==> src/sv/nlbs_pkg.sv <==
// ----------------------------------------------------------------------------
// nlbs_pkg
// Shared constants and the command word passed from the classifier front end
// to the result sequencer of the newline normaliser.
// ----------------------------------------------------------------------------
package nlbs_pkg;

    // UTF-8 byte-order mark and line-end characters
    localparam logic [7:0] BOM_B0 = 8'hEF;
    localparam logic [7:0] BOM_B1 = 8'hBB;
    localparam logic [7:0] BOM_B2 = 8'hBF;
    localparam logic [7:0] CH_CR  = 8'h0D;
    localparam logic [7:0] CH_LF  = 8'h0A;

    // Number of held BOM prefix bytes to release ahead of the body byte
    localparam logic [1:0] PRE_NONE = 2'd0;
    localparam logic [1:0] PRE_EF   = 2'd1;
    localparam logic [1:0] PRE_EFBB = 2'd2;

    // One classified input word: prefix release, optional body byte, end flag.
    // A command with no prefix and no body byte is only queued on the final
    // word and then stands for a bare end marker.
    typedef struct packed {
        logic [1:0] pre_cnt;
        logic       body_vld;
        logic [7:0] body_byte;
        logic       last;
    } nlbs_cmd_t;

endpackage

==> src/sv/newline_normaliser_bom_strip_top.sv <==
// ----------------------------------------------------------------------------
// newline_normaliser_bom_strip_top
// CR/LF to LF normaliser with removal of a leading UTF-8 byte-order mark.
//
//   channel | handshake         | words
//   --------+-------------------+---------------------------------
//   input   | push / full       | in_byte, in_last
//   output  | pop / empty       | out_byte, has_byte, out_last
//
// One input word is accepted per cycle while the command queue has room.
// Each input word yields zero to three output words; the sequencer sends one
// per cycle while pop is high, so a released BOM prefix holds the queue head
// until all its words are popped. Each command is registered in the queue first.
// rst_n clears the BOM/CR tracking, the queue and the sequencer at once.
// ----------------------------------------------------------------------------
module newline_normaliser_bom_strip_top
#(
    parameter int QUEUE_DEPTH = 2
)
(
    input  logic       clk,
    input  logic       rst_n,
    input  logic       push,
    output logic       full,
    input  logic [7:0] in_byte,
    input  logic       in_last,
    output logic       empty,
    input  logic       pop,
    output logic [7:0] out_byte,
    output logic       has_byte,
    output logic       out_last
);
    import nlbs_pkg::*;

    logic      in_vld;
    logic      cmd_push;
    nlbs_cmd_t cmd;
    nlbs_cmd_t head_cmd;
    logic      head_empty;
    logic      head_pop;

    assign in_vld = push && !full;

    // Classifier
    nlbs_front u_front
    (
        .clk      (clk),
        .rst_n    (rst_n),
        .in_vld   (in_vld),
        .in_byte  (in_byte),
        .in_last  (in_last),
        .cmd_push (cmd_push),
        .cmd      (cmd)
    );

    // Command queue
    nlbs_cmd_fifo #(.DEPTH(QUEUE_DEPTH)) u_fifo
    (
        .clk    (clk),
        .rst_n  (rst_n),
        .push   (cmd_push),
        .wr_cmd (cmd),
        .full   (full),
        .pop    (head_pop),
        .rd_cmd (head_cmd),
        .empty  (head_empty)
    );

    // Result sequencer
    nlbs_back u_back
    (
        .clk        (clk),
        .rst_n      (rst_n),
        .head_cmd   (head_cmd),
        .head_empty (head_empty),
        .head_pop   (head_pop),
        .pop        (pop),
        .empty      (empty),
        .out_byte   (out_byte),
        .has_byte   (has_byte),
        .out_last   (out_last)
    );

endmodule

==> src/sv/nlbs_front.sv <==
// ----------------------------------------------------------------------------
// nlbs_front
// Classifier: tracks the BOM match at text start and the CR/LF pairing, and
// turns each accepted input word with something to emit into one command for the sequencer.
// ----------------------------------------------------------------------------
module nlbs_front
(
    input  logic              clk,
    input  logic              rst_n,
    input  logic              in_vld,
    input  logic [7:0]        in_byte,
    input  logic              in_last,
    output logic              cmd_push,
    output nlbs_pkg::nlbs_cmd_t cmd
);
    import nlbs_pkg::*;

    typedef enum logic [1:0] {
        PH_START,
        PH_ONE,
        PH_TWO,
        PH_BODY
    } phase_t;

    phase_t     phase_reg;
    phase_t     phase_next;
    logic       skip_reg;
    logic       skip_next;
    logic       taken;
    logic [1:0] pre_cnt;
    logic       body_vld;
    logic [7:0] body_byte;

    // BOM matcher, CR/LF rewrite and end-of-text release
    always_comb
    begin
        phase_next = phase_reg;
        skip_next  = skip_reg;
        taken      = 1'b0;
        pre_cnt    = PRE_NONE;
        body_vld   = 1'b0;
        body_byte  = in_byte;

        case (phase_reg)
            PH_START:
            begin
                if (in_byte == BOM_B0)
                begin
                    phase_next = PH_ONE;
                    taken      = 1'b1;
                end
                else
                begin
                    phase_next = PH_BODY;
                end
            end
            PH_ONE:
            begin
                if (in_byte == BOM_B1)
                begin
                    phase_next = PH_TWO;
                    taken      = 1'b1;
                end
                else
                begin
                    pre_cnt    = PRE_EF;
                    phase_next = PH_BODY;
                end
            end
            PH_TWO:
            begin
                if (in_byte == BOM_B2)
                begin
                    taken = 1'b1;
                end
                else
                begin
                    pre_cnt = PRE_EFBB;
                end
                phase_next = PH_BODY;
            end
            default:
            begin
                phase_next = PH_BODY;
            end
        endcase

        // body byte: CR becomes LF, LF right after CR is dropped
        if (!taken)
        begin
            if (in_byte == CH_CR)
            begin
                body_vld  = 1'b1;
                body_byte = CH_LF;
                skip_next = 1'b1;
            end
            else if (in_byte == CH_LF && skip_reg)
            begin
                skip_next = 1'b0;
            end
            else
            begin
                body_vld  = 1'b1;
                skip_next = 1'b0;
            end
        end

        // text ends inside a partial BOM: release what is held
        if (in_last)
        begin
            if (phase_next == PH_ONE)
            begin
                pre_cnt = PRE_EF;
            end
            else if (phase_next == PH_TWO)
            begin
                pre_cnt = PRE_EFBB;
            end
            phase_next = PH_START;
            skip_next  = 1'b0;
        end
    end

    // State registers
    always_ff @(posedge clk or negedge rst_n)
    begin
        if (!rst_n)
        begin
            phase_reg <= PH_START;
            skip_reg  <= 1'b0;
        end
        else if (in_vld)
        begin
            phase_reg <= phase_next;
            skip_reg  <= skip_next;
        end
    end

    // Queue a command only when the word yields something to emit
    assign cmd_push       = in_vld && (pre_cnt != PRE_NONE || body_vld || in_last);
    assign cmd.pre_cnt    = pre_cnt;
    assign cmd.body_vld   = body_vld;
    assign cmd.body_byte  = body_byte;
    assign cmd.last       = in_last;

endmodule

==> src/sv/nlbs_cmd_fifo.sv <==
// ----------------------------------------------------------------------------
// nlbs_cmd_fifo
// Small command queue between the classifier and the result sequencer.
// ----------------------------------------------------------------------------
module nlbs_cmd_fifo
#(
    parameter int DEPTH = 2
)
(
    input  logic                clk,
    input  logic                rst_n,
    input  logic                push,
    input  nlbs_pkg::nlbs_cmd_t wr_cmd,
    output logic                full,
    input  logic                pop,
    output nlbs_pkg::nlbs_cmd_t rd_cmd,
    output logic                empty
);
    import nlbs_pkg::*;

    localparam int PTR_W = (DEPTH > 1) ? $clog2(DEPTH) : 1;
    localparam int CNT_W = $clog2(DEPTH + 1);

    nlbs_cmd_t          cmd_mem_reg [DEPTH];
    logic [PTR_W-1:0]   wr_ptr_reg;
    logic [PTR_W-1:0]   rd_ptr_reg;
    logic [CNT_W-1:0]   count_reg;
    logic               do_push;
    logic               do_pop;

    assign full    = (count_reg == CNT_W'(DEPTH));
    assign empty   = (count_reg == '0);
    assign do_push = push && !full;
    assign do_pop  = pop && !empty;
    assign rd_cmd  = cmd_mem_reg[rd_ptr_reg];

    // Storage
    always_ff @(posedge clk)
    begin
        if (do_push)
        begin
            cmd_mem_reg[wr_ptr_reg] <= wr_cmd;
        end
    end

    // Pointers and occupancy
    always_ff @(posedge clk or negedge rst_n)
    begin
        if (!rst_n)
        begin
            wr_ptr_reg <= '0;
            rd_ptr_reg <= '0;
            count_reg  <= '0;
        end
        else
        begin
            if (do_push)
            begin
                wr_ptr_reg <= (wr_ptr_reg == PTR_W'(DEPTH - 1)) ? '0 : wr_ptr_reg + 1'b1;
            end
            if (do_pop)
            begin
                rd_ptr_reg <= (rd_ptr_reg == PTR_W'(DEPTH - 1)) ? '0 : rd_ptr_reg + 1'b1;
            end
            if (do_push && !do_pop)
            begin
                count_reg <= count_reg + 1'b1;
            end
            else if (do_pop && !do_push)
            begin
                count_reg <= count_reg - 1'b1;
            end
        end
    end

endmodule

==> src/sv/nlbs_back.sv <==
// ----------------------------------------------------------------------------
// nlbs_back
// Result sequencer: expands the command at the queue head into one to three
// output words, one per pop.
// ----------------------------------------------------------------------------
module nlbs_back
(
    input  logic                clk,
    input  logic                rst_n,
    input  nlbs_pkg::nlbs_cmd_t head_cmd,
    input  logic                head_empty,
    output logic                head_pop,
    input  logic                pop,
    output logic                empty,
    output logic [7:0]          out_byte,
    output logic                has_byte,
    output logic                out_last
);
    import nlbs_pkg::*;

    logic [1:0] step_reg;
    logic [1:0] step_next;
    logic [1:0] total;
    logic [1:0] final_step;
    logic       at_final;
    logic       take;

    // Results in this command: held prefix bytes plus the body byte
    assign total      = head_cmd.pre_cnt + {1'b0, head_cmd.body_vld};
    assign final_step = (total == 2'd0) ? 2'd0 : total - 2'd1;
    assign at_final   = (step_reg == final_step);

    // Current output word
    always_comb
    begin
        out_byte = 8'h00;
        has_byte = 1'b0;
        if (step_reg < head_cmd.pre_cnt)
        begin
            out_byte = (step_reg == 2'd0) ? BOM_B0 : BOM_B1;
            has_byte = 1'b1;
        end
        else if (head_cmd.body_vld)
        begin
            out_byte = head_cmd.body_byte;
            has_byte = 1'b1;
        end
    end

    assign empty    = head_empty;
    assign out_last = head_cmd.last && at_final;
    assign take     = pop && !head_empty;
    assign head_pop = take && at_final;
    assign step_next = at_final ? 2'd0 : step_reg + 2'd1;

    // Word index within the current command
    always_ff @(posedge clk or negedge rst_n)
    begin
        if (!rst_n)
        begin
            step_reg <= 2'd0;
        end
        else if (take)
        begin
            step_reg <= step_next;
        end
    end

endmodule
==> config.mk <==
export PLATFORM = sky130hd
export DESIGN_NAME = newline_normaliser_bom_strip_top
export DESIGN_NICKNAME = d
export VERILOG_FILES = /design/src/sv/nlbs_pkg.sv /design/src/sv/newline_normaliser_bom_strip_top.sv /design/src/sv/nlbs_front.sv /design/src/sv/nlbs_cmd_fifo.sv /design/src/sv/nlbs_back.sv
export SDC_FILE = /design/constraint.sdc
export NUM_CORES = 1
export LEC_CHECK = 0
export BUFFER_PORTS_ARGS = -buffer_cell sky130_fd_sc_hd__buf_2
export CAP_MARGIN = 20
export CELL_PAD_IN_SITES_DETAIL_PLACEMENT = 1
export CELL_PAD_IN_SITES_GLOBAL_PLACEMENT = 2
export CORE_ASPECT_RATIO = 1.75
export CORE_MARGIN = 4
export CORE_UTILIZATION = 40
export DETAILED_ROUTE_END_ITERATION = 10
export HOLD_SLACK_MARGIN = 0.05
export PLACE_DENSITY_LB_ADDON = 0.25
export RECOVER_POWER = 50
export SETUP_SLACK_MARGIN = 0.4
export SLEW_MARGIN = 20
export SYNTH_ARGS = -nofsm -noshare
export SYNTH_HDL_FRONTEND = slang
export SYNTH_SLANG_ARGS = --single-unit
export TNS_END_PERCENT = 10
==> constraint.sdc <==
create_clock -name clk -period 7.5 [get_ports clk]
set_input_delay 1.5 -clock clk [delete_from_list [all_inputs] [get_ports clk]]
set_output_delay 1.5 -clock clk [all_outputs]
set_load 0.1 [all_outputs]
Word level (Yosys, flattened, before mapping)
Memory sizes are Yosys's and may differ from the RTL's.
Cells that the tools add are included.
- register bits after elaboration: 9
- RAM bits: 24
- input port bits: 13
- output and inout bits: 12
- logic and storage cells: 85
- memories: 1
- add/subtract/negate cells: 7
- $lt $le $gt $ge: 1
- equality and inequality tests: 12
- mux-type cells: 35
- reduce and logical (&&, ||, !) cells: 23
- memories (name ; words ; bits a word ; read ports ; clocked after Yosys merged registers in ; write ports ; line ; source):
    u_fifo.cmd_mem_reg ; 2 ; 12 ; 1 ; 0 ; 1 ; nlbs_cmd_fifo.sv:24 ; nlbs_cmd_t cmd_mem_reg [DEPTH];
- operator list (cell ; number):
    8-bit 2-to-1 mux ; 4
    8-bit equality test, second input constant ; 3
    2-bit 2-to-1 mux ; 10
    1-bit 2-to-1 mux ; 17
    8-bit by 4-bit equality test with 1-bit output, second input constant ; 2
    1-bit logical AND ; 10
    2-bit zero test ; 4
    2-bit one-hot mux with 2 select lines ; 2
    7-bit 2-to-1 mux ; 1
    2-bit equality test, second input constant ; 3
    2-bit by 1-bit adder with 2-bit output, second input constant ; 2
    2-bit by 1-bit equality test with 1-bit output, second input constant ; 2
    1-bit zero test ; 4
    2-bit nonzero test ; 2
    2-bit by 1-bit subtractor with 2-bit output, second input constant ; 2
    1-bit one-hot mux with 3 select lines ; 1
    1-bit adder, second input constant ; 2
    2-bit by 1-bit adder with 2-bit output ; 1
    2-bit equality test ; 1
    1-bit logical OR ; 2
    2-bit less-than comparator ; 1
    2-bit != test, second input constant ; 1
    2-bit AND reduction ; 1

Logic depth before layout (Yosys ltp)
- word-level depth: 16
- mapped depth: 12
- mapped depth without buffers: 12

Modules after synthesis
From an unflattened synthesis, not the netlist that was laid out.
- cell total of the unflattened synthesis: 153
- area, all modules: 1903.1 µm²
- by module, submodules not included (module ; instances ; cells each ; area an instance (µm²) ; seq. area each (µm²)):
    nlbs_cmd_fifo ; 1 ; 56 ; 1099.8 ; 820.8
    nlbs_front ; 1 ; 53 ; 431.7 ; 75.1
    nlbs_back ; 1 ; 43 ; 357.8 ; 50.0
    newline_normaliser_bom_strip_top ; 1 ; 1 ; 13.8 ; 0.0

Worst setup path after synthesis
OpenSTA, ideal clock, no wires.
- path type: register -> output
- from: register u_fifo.rd_ptr_reg
- to: output out_byte[2]
- arrival: 3.552 ns
- data required time: 6.000 ns
- path slack: 2.448 ns
- cell stages (with the launch flop): 8
- buffers on the path: 1
- path through: dfrtp_1 mux2i_2 ha_1 a21bo_2 nand2b_1 clkbuf_1 nand2_1 o21ai_0
- word-level cells in the longest chain between the ends: 3
- elaborated cells on any way between the ends: 4
- those cells by class: order compare (1); mux (2); memory (1)
- RTL lines (item ; line ; source):
    start: declaration ; nlbs_cmd_fifo.sv:26 ; logic [PTR_W-1:0] rd_ptr_reg;
    start signal: assignment ; nlbs_cmd_fifo.sv:63 ; rd_ptr_reg <= (rd_ptr_reg == PTR_W'(DEPTH - 1)) ? '0 : rd_ptr_reg + 1'b1;
    memory 2 x 12 bit * ; -- ;
    2-bit less-than comparator / 8-bit 2-to-1 mux (equally long branches) ; nlbs_back.sv:38, nlbs_back.sv:43 ;
    8-bit 2-to-1 mux * ; nlbs_back.sv:38 ; if (step_reg < head_cmd.pre_cnt)
    end: declaration ; newline_normaliser_bom_strip_top.sv:29 ; output logic [7:0] out_byte,
Mark *: on every way between the ends. The rest lies on a longest branch, timed or not.

Worst setup path in the final report
- from: register u_fifo.rd_ptr_reg
- to: output out_last
- word-level cells in the longest chain between the ends: 6
- elaborated cells on any way between the ends: 7
- those cells by class: add/sub (2); eq/ne (1); mux (1); reduce/logical (2); memory (1)
- RTL lines (item ; line ; source):
    memory 2 x 12 bit * ; -- ;
    2-bit by 1-bit adder with 2-bit output ; nlbs_back.sv:29 ; assign total = head_cmd.pre_cnt + {1'b0, head_cmd.body_vld};
    2-bit by 1-bit subtractor with 2-bit output / 2-bit zero test (equally long branches) ; nlbs_back.sv:30 ; assign final_step = (total == 2'd0) ? 2'd0 : total - 2'd1;
    2-bit 2-to-1 mux ; nlbs_back.sv:30 ;
    2-bit equality test ; nlbs_back.sv:31 ; assign at_final = (step_reg == final_step);
    1-bit logical AND * ; nlbs_back.sv:51 ; assign out_last = head_cmd.last && at_final;
    end: declaration ; newline_normaliser_bom_strip_top.sv:31 ; output logic out_last
Marked as above.

==> flow_summary_export.csv <==
group,metric,value,unit
setup_path,crit_type,"register to output port",
status,status,"finished, final reports clean",
sta,holdWs,0.490,ns
sta,period_share,0.622,
route,wl_per_cell,16.0,um
sta,fin_setup_tns,0,ns
route,routed_via_density,5.36,
clock_tree,cts_hold_buf,0,
synthesis,synth_area_per_cell,11.4,um2
synthesis,synthCells,152,
route,final_antenna_net_count,0,
route,drtIter0Drc,22,
synthesis,ys_types,40,
global_routing,grt_max_degree,15,
floorplan,die_w,57.7,um
synthesis,muxShareOfSynthArea,0.0507,
clock_tree,cts_resized,0,
job,cap_violations,0,
place,portBuffers,24,
clock_tree,cts_setup_buffers,0,
setup_path,worstPathMaxFanout,14,
floorplan,die_area,0.00548,mm2
route,drt_pre_antenna_iters,4,
clock_tree,clk_latency,0.28,ns
global_routing,grtUsageTotal,0.145,
global_routing,grt_first_pass_wirelength,5.99,mm
place,gp_congestion,0.728,
synthesis,syn_area,0.00173,mm2
synthesis,synth_xor_area_frac,0.0348,
setup_path,cp-end-kind,"output port",
setup_path,reg2reg_slack,4.27,ns
route,drc,0,
setup_path,worstPathArrival,3.17,ns
floorplan,core_area,0.00415,mm2
synthesis,ys_seq_elements,33,
synthesis,synth_top_area_cell,"edfxtp_1",
route,routed-via-count,1200,
sta,skew,0.00533,ns
global_routing,antenna_found_initial,0,
floorplan,ios,25,
finish,largest_register_ffs,24,
floorplan,initial_core_util,0.416,
finish,drive_gt1_frac,0.166,
global_routing,grt-ovfl-total,0,
sta,finalWorstSetupSlack,2.83,ns
clock_tree,cts_tree,"yes",
clock_tree,clockBufferDepth,2,
sta,fmax,0.214,GHz
sta,tightest_slew,1.18,ns
sta,relSlewSlack,0.219,
setup_path,start_kind,"register",
place,placedCellCount,216,
synthesis,synth-adder-area-share,0.0579,
synthesis,yosys.area_share.simple,0.143,
floorplan,rows,31,
route,drt-total-wl,3.58,mm
global_routing,grt_pass1_vias,1280,
synthesis,yosys_warnings,0,
floorplan,die_h,94.9,um
clock_tree,root_buffer,"clkbuf_8",
finish,fillers,466,
finish,mostFrequentLayoutCells,"edfxtp_1, buf_2, nand2_1, o21ai_0",
finish,final_common_cell,"edfxtp_1",
synthesis,ys_top_cells_by_area,"edfxtp_1, dfrtp_1, ha_1",
setup_path,crit_required,6.00,ns
sta,drv_slew,0,
synthesis,synth_top_family_by_area,"simple AND/OR/NAND/NOR gates",
sta,hold_violations,0,
sta,fin_crit,4.67,ns
worst_hold_path,hp-class,"register to register",
synthesis,syn-num-nets,173,
place,dp_hpwl,2.96,mm
sta,rsz0062_at_grt,"no",
finish,insertedDiodeCount,0,
clock_tree,cts.htree.levels,2,
clock_tree,cts_buffers,5,
clock_tree,cts.clk_slew.worst_paths,0.06,ns
place,post-place-ws,3.09,ns
finish,area_growth,13.6,%
synthesis,synth-compound-area-share,0.128,
clock_tree,clock_sinks,33,
sta,final-setup-viol-count,0,
synthesis,ys_seq_area_frac,0.547,
finish,fin_cells,224,
synthesis,synth.top_cell.area_share,0.417,
finish,finalNetCount,195,
## metrics by stage
step | utilization | area (um2)
2_1_floorplan | - | 1730
3_3_place_gp | 0.452 | 1870
3_5_place_dp | 0.452 | 1870
4_1_cts | 0.477 | 1980
5_1_grt | 0.473 | 1960
6_report | 0.473 | 1960
## metal layers
layer  global-route usage  part of all wire
met3               0.0164             0.021
met2                0.281              0.59
met1                0.146              0.36
met4               0.0754             0.028
met5                    0                 0
## final timing paths
check	cells past startpoint	start	to
worst max-delay path	9	u_fifo.rd_ptr_reg$_DFFE_PN0P_	out_last
worst min-delay path	1	u_fifo.wr_ptr_reg$_DFFE_PN0P_	u_fifo.wr_ptr_reg$_DFFE_PN0P_
worst max register to register	11	u_fifo.rd_ptr_reg$_DFFE_PN0P_	u_fifo.count_reg[1]$_DFFE_PN0P_
worst min register to register	1	u_fifo.wr_ptr_reg$_DFFE_PN0P_	u_fifo.wr_ptr_reg$_DFFE_PN0P_
max in group asynchronous	1	rst_n	u_fifo.wr_ptr_reg$_DFFE_PN0P_
min in group asynchronous	1	rst_n	u_back.step_reg[0]$_DFFE_PN0P_
## final cells by class
cell class / instances / area (um2) / share of cell area
multi-input combinational: 102 / 709 / 0.361
tap: 49 / 61.3 / 0.0312
clock inverter: 2 / 33.8 / 0.0172
timing repair buffer: 24 / 110 / 0.0561
clock buffer: 6 / 72.6 / 0.0370
inverter: 8 / 30.0 / 0.0153
sequential: 33 / 946 / 0.482
## kinds of logic after synthesis
family / after synthesis
adder cells (fa/ha/maj): 8
multiplexers: 8
AND/OR/NAND/NOR: 46
buffers and inverters: 17
XOR/XNOR: 6
AO/OA/AOI/OAI: 34
flip-flops: 33
## cell usage after synthesis
cell type	instances
nor4_1	1
o21ai_0	12
a31o_2	1
o21ai_1	1
nand4_1	1
nand3_1	4
clkbuf_1	8
edfxtp_1	24
o31ai_1	2
dfrtp_1	9
nor3b_1	1
a21o_1	2
nand2_1	12
nor3_1	1
xnor2_1	2
and3_1	1
a221oi_1	1
nand2b_1	5
and2_1	4
mux2_2	3
a22o_1	1
o22ai_1	6
o31a_1	1
xor2_1	3
xor2_2	1
buf_2	1
mux2i_1	4
nor4bb_1	1
o2111ai_1	1
ha_1	8
nor2b_1	5
and4b_1	2
nand3b_1	1
a21bo_2	1
inv_1	8
a211oi_2	1
a21oi_1	3
a211oi_1	1
mux2i_2	1
nor2_1	7
## worst max-delay path, cell delays in order (launching register included)
cell	delay, ns
dfrtp_1	0.67
nor2b_1	0.21
a21oi_1	0.38
inv_1	0.16
ha_1	0.24
xor2_1	0.31
mux2i_1	0.16
a21o_1	0.21
nor2_1	0.10
buf_2	0.43
Power is not shown: default switching activity piles up to over one toggle a cycle in this logic, so the estimate is an artifact.
